--- src/rtl/rgtd_pkg.sv ---
// Shared types and constants for the RDS group text decoder.
package rgtd_pkg;

	// store sizes
	localparam int NAME_LEN  = 8;
	localparam int TEXT_LEN  = 64;
	localparam int TEXT_ROWS = TEXT_LEN / 4;
	localparam int NAME_IW   = $clog2(NAME_LEN);
	localparam int ROW_IW    = $clog2(TEXT_ROWS);
	localparam int TEXT_IW   = $clog2(TEXT_LEN);

	// operation codes
	localparam logic [1:0] OP_DECODE    = 2'd0;
	localparam logic [1:0] OP_READ_NAME = 2'd1;
	localparam logic [1:0] OP_READ_TEXT = 2'd2;

	// status codes
	localparam logic [1:0] ST_NO        = 2'd0;
	localparam logic [1:0] ST_AVAILABLE = 2'd1;
	localparam logic [1:0] ST_FAKE      = 2'd2;

	// group types carried in block B
	localparam logic [3:0] GT_NAME = 4'h0;
	localparam logic [3:0] GT_TEXT = 4'h2;

	// character acceptance window
	localparam logic [7:0] CH_LOW  = 8'h10;
	localparam logic [7:0] CH_HIGH = 8'h7F;
	localparam logic [7:0] CH_CR   = 8'h0D;

	typedef struct packed {
		logic [1:0]  operation;
		logic        group_ready;
		logic [15:0] block_b;
		logic [15:0] block_c;
		logic [15:0] block_d;
		logic [5:0]  char_index;
	} rgtd_in_t;

	typedef struct packed {
		logic [1:0] status;
		logic [5:0] text_position;
		logic       position_valid;
		logic [7:0] char_value;
	} rgtd_out_t;

	typedef enum logic [1:0] {
		KIND_DECODE  = 2'd0,
		KIND_RD_NAME = 2'd1,
		KIND_RD_TEXT = 2'd2,
		KIND_NOP     = 2'd3
	} rgtd_kind_t;

	// classified command passed from front to back through the queue
	typedef struct packed {
		rgtd_kind_t  kind;
		logic        group_ready;
		logic        is_name;
		logic        is_text;
		logic [1:0]  name_we;
		logic [3:0]  text_we;
		logic [3:0]  seg;
		logic [31:0] chars;
		logic [5:0]  char_index;
	} rgtd_cmd_t;

endpackage

--- src/rtl/rds_group_text_decoder.sv ---
// Top level of the RDS group decoder for station name and radio text.
//
//  channel   | handshake            | payload
//  ----------+----------------------+----------------------------
//  input     | start / busy         | item   (rgtd_in_t)
//  result    | done (strobe)        | result (rgtd_out_t)
//
//  Each item yields one result after its transfer, passing first through the
//  command queue and then the back end's result stage, where the text memory read
//  is registered. One item per cycle is sustained while busy is low.
//  Reset clears the name store, the text valid bits and sets the fake flag.
//  busy rises only when the command queue is full; results cannot be held off.
module rds_group_text_decoder #(
	parameter int QUEUE_DEPTH = 2
) (
	input  logic                clk,
	input  logic                arst_n,
	input  logic                start,
	output logic                busy,
	input  rgtd_pkg::rgtd_in_t  item,
	output logic                done,
	output rgtd_pkg::rgtd_out_t result
);
	import rgtd_pkg::*;

	rgtd_cmd_t push_cmd;
	rgtd_cmd_t pop_cmd;
	logic      push;
	logic      pop;
	logic      q_empty;
	logic      q_full;

	// classify incoming items
	rgtd_front u_front (
		.start  (start),
		.item   (item),
		.q_full (q_full),
		.busy   (busy),
		.push   (push),
		.cmd    (push_cmd)
	);

	// decouple front and back
	rgtd_queue #(
		.DEPTH (QUEUE_DEPTH)
	) u_queue (
		.clk      (clk),
		.arst_n   (arst_n),
		.push     (push),
		.push_cmd (push_cmd),
		.pop      (pop),
		.empty    (q_empty),
		.full     (q_full),
		.pop_cmd  (pop_cmd)
	);

	// execute commands against the stores
	rgtd_back u_back (
		.clk     (clk),
		.arst_n  (arst_n),
		.q_empty (q_empty),
		.cmd     (pop_cmd),
		.pop     (pop),
		.done    (done),
		.result  (result)
	);

endmodule

--- src/rtl/rgtd_front.sv ---
// Front end: accepts items and classifies them into queue commands.
module rgtd_front (
	input  logic               start,
	input  rgtd_pkg::rgtd_in_t item,
	input  logic               q_full,
	output logic               busy,
	output logic               push,
	output rgtd_pkg::rgtd_cmd_t cmd
);
	import rgtd_pkg::*;

	function automatic logic char_ok(input logic [7:0] ch);
		char_ok = ((ch >= CH_LOW) && (ch <= CH_HIGH)) || (ch == CH_CR);
	endfunction

	logic [3:0] grp_type;
	logic       dec_rdy;

	assign busy     = q_full;
	assign push     = start && !q_full;
	assign grp_type = item.block_b[15:12];
	assign dec_rdy  = (item.operation == OP_DECODE) && item.group_ready;

	// classify operation and precompute per-byte write enables
	always_comb begin
		cmd = '0;
		case (item.operation)
			OP_DECODE:    cmd.kind = KIND_DECODE;
			OP_READ_NAME: cmd.kind = KIND_RD_NAME;
			OP_READ_TEXT: cmd.kind = KIND_RD_TEXT;
			default:      cmd.kind = KIND_NOP;
		endcase
		cmd.group_ready = dec_rdy;
		cmd.is_name     = dec_rdy && (grp_type == GT_NAME);
		cmd.is_text     = dec_rdy && (grp_type == GT_TEXT);
		cmd.seg         = item.block_b[3:0];
		cmd.chars       = {item.block_c, item.block_d};
		cmd.char_index  = item.char_index;
		// name segment takes both bytes of block D
		cmd.name_we[0]  = cmd.is_name && char_ok(item.block_d[15:8]);
		cmd.name_we[1]  = cmd.is_name && char_ok(item.block_d[7:0]);
		// text segment takes C high, C low, D high, D low
		cmd.text_we[0]  = cmd.is_text && char_ok(item.block_c[15:8]);
		cmd.text_we[1]  = cmd.is_text && char_ok(item.block_c[7:0]);
		cmd.text_we[2]  = cmd.is_text && char_ok(item.block_d[15:8]);
		cmd.text_we[3]  = cmd.is_text && char_ok(item.block_d[7:0]);
	end

endmodule

--- src/rtl/rgtd_queue.sv ---
// Small command FIFO between the front and back ends.
module rgtd_queue #(
	parameter int DEPTH = 2
) (
	input  logic                clk,
	input  logic                arst_n,
	input  logic                push,
	input  rgtd_pkg::rgtd_cmd_t push_cmd,
	input  logic                pop,
	output logic                empty,
	output logic                full,
	output rgtd_pkg::rgtd_cmd_t pop_cmd
);
	import rgtd_pkg::*;

	localparam int PTR_W = (DEPTH > 1) ? $clog2(DEPTH) : 1;
	localparam int CNT_W = $clog2(DEPTH + 1);
	localparam logic [PTR_W-1:0] LAST = PTR_W'(DEPTH - 1);

	rgtd_cmd_t        slot_q [DEPTH];
	logic [PTR_W-1:0] wr_ptr_q;
	logic [PTR_W-1:0] rd_ptr_q;
	logic [CNT_W-1:0] count_q;
	logic             do_push;
	logic             do_pop;

	assign empty   = (count_q == '0);
	assign full    = (count_q == CNT_W'(DEPTH));
	assign do_push = push && !full;
	assign do_pop  = pop && !empty;
	assign pop_cmd = slot_q[rd_ptr_q];

	// storage
	always_ff @(posedge clk) begin
		if (do_push) begin
			slot_q[wr_ptr_q] <= push_cmd;
		end
	end

	// pointers and fill count
	always_ff @(posedge clk or negedge arst_n) begin
		if (!arst_n) begin
			wr_ptr_q <= '0;
			rd_ptr_q <= '0;
			count_q  <= '0;
		end else begin
			if (do_push) begin
				wr_ptr_q <= (wr_ptr_q == LAST) ? '0 : wr_ptr_q + 1'b1;
			end
			if (do_pop) begin
				rd_ptr_q <= (rd_ptr_q == LAST) ? '0 : rd_ptr_q + 1'b1;
			end
			if (do_push && !do_pop) begin
				count_q <= count_q + 1'b1;
			end else if (do_pop && !do_push) begin
				count_q <= count_q - 1'b1;
			end
		end
	end

endmodule

--- src/rtl/rgtd_back.sv ---
// Back end: updates the name and text stores and forms results.
module rgtd_back (
	input  logic                clk,
	input  logic                arst_n,
	input  logic                q_empty,
	input  rgtd_pkg::rgtd_cmd_t cmd,
	output logic                pop,
	output logic                done,
	output rgtd_pkg::rgtd_out_t result
);
	import rgtd_pkg::*;

	// name store in flops, text store as a row memory with per-byte valid bits
	logic [7:0]          name_q [NAME_LEN];
	logic [7:0]          name_d [NAME_LEN];
	logic [31:0]         text_mem [TEXT_ROWS];
	logic [TEXT_LEN-1:0] text_vld_q;
	logic                fake_q;

	logic                is_dec;
	logic                is_rd_name;
	logic                is_rd_text;
	logic [31:0]         wr_data;
	logic [ROW_IW-1:0]   rd_row;

	// result stage
	logic                valid_s2;
	logic [1:0]          status_s2;
	logic [5:0]          pos_s2;
	logic                pvalid_s2;
	logic [7:0]          name_char_s2;
	logic                rd_text_s2;
	logic [1:0]          byte_sel_s2;
	logic                byte_vld_s2;
	logic [31:0]         row_s2;

	assign pop        = !q_empty;
	assign is_dec     = pop && (cmd.kind == KIND_DECODE);
	assign is_rd_name = pop && (cmd.kind == KIND_RD_NAME);
	assign is_rd_text = pop && (cmd.kind == KIND_RD_TEXT);
	assign rd_row     = cmd.char_index[5:2];
	// row byte 0 holds C high, byte 3 holds D low
	assign wr_data    = {cmd.chars[7:0], cmd.chars[15:8], cmd.chars[23:16], cmd.chars[31:24]};

	// next name store: first real group wipes it, then the segment lands
	always_comb begin
		name_d = name_q;
		if (is_dec && cmd.group_ready && fake_q) begin
			for (int i = 0; i < NAME_LEN; i++) begin
				name_d[i] = '0;
			end
		end
		if (is_dec && cmd.name_we[0]) begin
			name_d[{cmd.seg[1:0], 1'b0}] = cmd.chars[15:8];
		end
		if (is_dec && cmd.name_we[1]) begin
			name_d[{cmd.seg[1:0], 1'b1}] = cmd.chars[7:0];
		end
	end

	// name store and fake flag
	always_ff @(posedge clk or negedge arst_n) begin
		if (!arst_n) begin
			for (int i = 0; i < NAME_LEN; i++) begin
				name_q[i] <= '0;
			end
			fake_q <= 1'b1;
		end else begin
			name_q <= name_d;
			if (is_dec && cmd.group_ready) begin
				fake_q <= 1'b0;
			end
		end
	end

	// text memory: one row write with byte enables, one registered row read
	always_ff @(posedge clk) begin
		for (int j = 0; j < 4; j++) begin
			if (is_dec && cmd.text_we[j]) begin
				text_mem[cmd.seg][8*j +: 8] <= wr_data[8*j +: 8];
			end
		end
		if (is_rd_text) begin
			row_s2 <= text_mem[rd_row];
		end
	end

	// text byte valid bits, cleared by reset
	always_ff @(posedge clk or negedge arst_n) begin
		if (!arst_n) begin
			text_vld_q <= '0;
		end else begin
			for (int j = 0; j < 4; j++) begin
				if (is_dec && cmd.text_we[j]) begin
					text_vld_q[{cmd.seg, 2'(j)}] <= 1'b1;
				end
			end
		end
	end

	// result stage control
	always_ff @(posedge clk or negedge arst_n) begin
		if (!arst_n) begin
			valid_s2 <= 1'b0;
		end else begin
			valid_s2 <= pop;
		end
	end

	// result stage payload
	always_ff @(posedge clk) begin
		if (pop) begin
			status_s2    <= ST_NO;
			pos_s2       <= '0;
			pvalid_s2    <= 1'b0;
			name_char_s2 <= '0;
			rd_text_s2   <= is_rd_text;
			byte_sel_s2  <= cmd.char_index[1:0];
			byte_vld_s2  <= text_vld_q[cmd.char_index[TEXT_IW-1:0]];
			if (is_dec) begin
				// a change is a first real group or a name or text segment
				if (cmd.group_ready && (fake_q || cmd.is_name || cmd.is_text)) begin
					status_s2 <= ST_AVAILABLE;
				end
				if (cmd.is_text) begin
					pos_s2    <= {cmd.seg, 2'b00};
					pvalid_s2 <= 1'b1;
				end
			end
			if (is_rd_name && (cmd.char_index < 6'(NAME_LEN))) begin
				name_char_s2 <= name_q[cmd.char_index[NAME_IW-1:0]];
			end
		end
	end

	// output
	always_comb begin
		result                = '0;
		result.status         = status_s2;
		result.text_position  = pos_s2;
		result.position_valid = pvalid_s2;
		if (rd_text_s2) begin
			result.char_value = byte_vld_s2 ? row_s2[8*byte_sel_s2 +: 8] : 8'h00;
		end else begin
			result.char_value = name_char_s2;
		end
	end

	assign done = valid_s2;

endmodule

--- config.mk ---
export PLATFORM = sky130hd
export DESIGN_NAME = rds_group_text_decoder
export DESIGN_NICKNAME = d
export VERILOG_FILES = /design/src/rtl/rgtd_pkg.sv /design/src/rtl/rds_group_text_decoder.sv /design/src/rtl/rgtd_front.sv /design/src/rtl/rgtd_queue.sv /design/src/rtl/rgtd_back.sv
export SDC_FILE = /design/constraint.sdc
export NUM_CORES = 1
export LEC_CHECK = 0
export BUFFER_PORTS_ARGS = -buffer_cell sky130_fd_sc_hd__buf_2
export CAP_MARGIN = 20
export CELL_PAD_IN_SITES_DETAIL_PLACEMENT = 0
export CELL_PAD_IN_SITES_GLOBAL_PLACEMENT = 1
export CORE_MARGIN = 4
export CORE_UTILIZATION = 45
export CTS_BUF_LIST = sky130_fd_sc_hd__clkbuf_4
export DETAILED_ROUTE_END_ITERATION = 7
export PLACE_DENSITY = 0.79
export REMOVE_ABC_BUFFERS = 1
export SYNTH_ARGS = -nofsm -noshare
export SYNTH_HDL_FRONTEND = slang
export SYNTH_SLANG_ARGS = --single-unit
--- constraint.sdc ---
create_clock -name clk -period 3.7 [get_ports clk]
set_clock_uncertainty 0.2 [all_clocks]
set_input_delay 0.74 -clock clk [delete_from_list [all_inputs] [get_ports clk]]
set_output_delay 0.74 -clock clk [all_outputs]
set_load 0.01 [all_outputs]
==> impl_metrics.ini <==
[route]
ant_nets = 0
wire_per_inst_um = 22.8
wl_um = 82900
drtIter0Drc = 1899
drc = 0
avgViaCountPerCell = 5.59
vias = 20297
drt-pass1-iter-count = 6

[setup_path]
cp.arrival_ns = 2.63
critPathKind = reg -> out
critPathMaxFanout = 8
critPathRequiredTime_ns = 2.76
startpoint_type = flop
startpoint = u_back.byte_sel_s2[0]
r2r_setup_slack_ns = 0.52
r2r_start = u_queue.rd_ptr_q
end_kind = primary output

[clocking]
clock-sinks = 802
htree_levels = 4
cts.path.max_buffers = 3
cts_made_buffers = 198
clk_pin_slew_ns = 0.06
insertion_delay_ns = 1.07
root_buffer = clkbuf_4
cts_tree = done
cts-resized-gates = 0

[floorplanning]
initial_utilization_pct = 45.7
core_sq_mm = 0.0705
ios = 79
dieArea_sq_mm = 0.0759
rows = 97
dieHeight_um = 275
fp.dieW_um = 275

[finish]
fin_area_sq_mm = 0.0375
syn2layout_area_growth_pct = 16.6
fill_cells = 5824
layout-drive-gt1-share_pct = 25.8
fin_cells = 3629
nets = 2581
fin_util_pct = 53.2

[synthesis]
synth_compound_area_share_pct = 6.86
synthTopCellsByCount = edfxtp_1 (668), nand2_1 (441), dfrtp_1 (133)
async_reset_ff_share_pct = 16.7
synthMostInstantiatedCell = edfxtp_1
muxShareOfSynthArea_pct = 7.09
syn_avg_cell_area_sq_um = 14.8
synth-simple-area-share_pct = 10.7
syn_area_sq_mm = 0.0322
synth_top_cell_by_area = edfxtp_1
synthTopCellsByArea = edfxtp_1 (62%), dfrtp_1 (10%), mux4_2 (5.3%)
synth_xor_area_share_pct = 0.136
synth_fa_ha_area_share_pct = 0.0389
synth-edff-count = 668
ys_ff_latch = 802
synth_top_family_by_area = simple AND/OR/NAND/NOR gates
yosysUniqueCellTypes = 67
ys_warn_count = 0
synth-main-ff-cell = edfxtp_1
synth.top_cell.area_share_pct = 62.3
ys_seq_area_share_pct = 72.7
synth_cells = 2182

[worst_hold_path]
hp-class = in -> reg
min-delay-start = item[39]

[place]
place_inst = 3207
place_area_sq_mm = 0.0343
dpl.hpwl_um = 53200
place_ws_ns = 0.535
finalWeightedCongestion = 0.894
port_buffers = 67

[outcome]
outcome = completed

[sta]
slew_viol_final = 0
finalSetupViolations = 0
max_slew_margin_pct = 36.9
hold_viol_final = 0
worstMarginPinSlew_ns = 0.947
fin_crit_ns = 3.57
holdWs_ns = 0.224
post-route-period-util_pct = 96.5
setup_ws_ns = 0.131
fin_setup_tns_ns = 0
max_freq_mhz = 280

[power_and_ir_drop]
comb_power_share_pct = 29.9
p_int_mw = 19.0
p_seq_share_pct = 44.1
power_switching_mw = 9.92
ir_drop_mv = 0.384
power_mw = 28.9
clkPwrFrac_pct = 26.0
p_leak_nw = 13.8
netSwitchingFraction_pct = 34.3
power_density_mw_per_mm2 = 771

[global_routing]
antenna_found_initial = 4
grt_usage_pct = 22.2
grt_pass1_vias = 20714
grt_max_degree = 70
grt_pass1_wl_um = 125000
grt_overflow = 0

[flow_run]
cap_violations = 0
==> kinds of logic after synthesis <==
kind of cell / count (synthesis)
adders and majority gates: 1
muxes: 125
DFF: 802
and+or+nand+nor: 789
other: 1
buffers and inverters: 169
AOI/OAI and AO/OA: 290
xor gates and xnor gates: 5
==> flip-flops by register name, indices dropped and copies added (netlist names) <==
| signal | count |
|---|---|
| u_back.name_char_s2 | 8 |
| u_back.row_s2 | 32 |
| u_queue.slot_q | 106 |
| u_back.text_mem | 512 |
| u_back.rd_text_s2 | 1 |
| u_back.name_q | 64 |
| u_back.text_vld_q | 64 |
| u_back.fake_q | 1 |
| u_back.byte_vld_s2 | 1 |
| u_back.pvalid_s2 | 1 |
| u_back.byte_sel_s2 | 2 |
| u_back.pos_s2 | 4 |
| u_queue.wr_ptr_q | 1 |
| u_back.done | 1 |
| u_queue.rd_ptr_q | 1 |
| u_queue.count_q | 2 |
| u_back.status_s2 | 1 |
==> what timing repair did <==
action / 4_1_cts / 5_1_grt
hold buffers: 52 / 0
hold endpoints to repair: 218 / 0
setup buffers: 1 / 0
endpoints found under the setup margin: 8 / 0
==> power by group through the flow <==
| stage | Clock (mW) | Combinational [mW] | Sequential [mW] |
|---|---|---|---|
| after CTS | 7.71 | 8.70 | 12.7 |
| after detailed placement | 0 | 8.56 | 12.9 |
| after global routing | 8.23 | 9.40 | 12.8 |
| after floorplan | 0 | 5.44 | 12.7 |
| final | 7.51 | 8.66 | 12.8 |
| after global placement | 0 | 8.32 | 12.9 |
==> cell type report <==
| type | count | area (sq um) | share of cell area (%) |
|---|---|---|---|
| Sequential cell | 802 | 23400 | 62.4 |
| Inverter | 47 | 179 | 0.477 |
| Multi-Input combinational cell | 1213 | 8060 | 21.5 |
| Clock buffer | 307 | 2300 | 6.14 |
| Timing Repair Buffer | 258 | 2040 | 5.44 |
| Clock inverter | 54 | 335 | 0.894 |
| Antenna cell | 8 | 20.0 | 0.0533 |
| Tap cell | 940 | 1180 | 3.13 |
==> path summary, 6_finish.rpt <==
| check | cells after the start | to |
|---|---|---|
| max | 5 | result[0] |
| min reg2reg | 1 | u_back.text_vld_q[55] |
| min in group asynchronous | 3 | u_back.name_q[8] |
| min | 2 | u_queue.slot_q[0][39] |
| max in group asynchronous | 4 | u_back.text_vld_q[5] |
| max reg2reg | 4 | u_back.text_mem[14][25] |
==> routing by layer <==
layer  wire (um)  GRT usage (%)  share of wire, %
met1       34200           29.6                41
met2       39700           35.5                48
met3        6500           5.42               7.8
met4        2460           8.41               3.0
met5           0              0                 0
==> cells in the final DEF (no fill, tap or decap), types with 6 or more instances in the layout <==
cell type      netlist  routed
o31ai_1              6       6
inv_1               43      43
edfxtp_1           668     668
a21oi_1             36      36
mux2i_1             21      20
clkinv_1             2      35
and3_1              35      34
dlygate4sd3_1        0      51
nor3_1               8       8
a31oi_1             33      33
clkbuf_4             0     307
buf_12               0      11
diode_2              0       8
mux4_2              76      76
mux2_2              22      22
nand2_1            441     441
or2_2               37      37
clkinv_2             0       7
a311oi_1            64      64
o21ai_0             29      29
or2_1               26      26
nand3_1            128     128
o2bb2ai_1           64      64
dfrtp_1            133     132
buf_2               45      66
o211ai_1            17      17
nor2_1              88      86
buf_4               13     129
==> critical path, cell delays in order (launching register included) <==
cell	delay, ns
edfxtp_1	0.37
buf_12	0.15
mux4_2	0.51
nand3_1	0.09
o21ai_0	0.24
buf_2	0.24
Power figures use the tool's default switching activity.
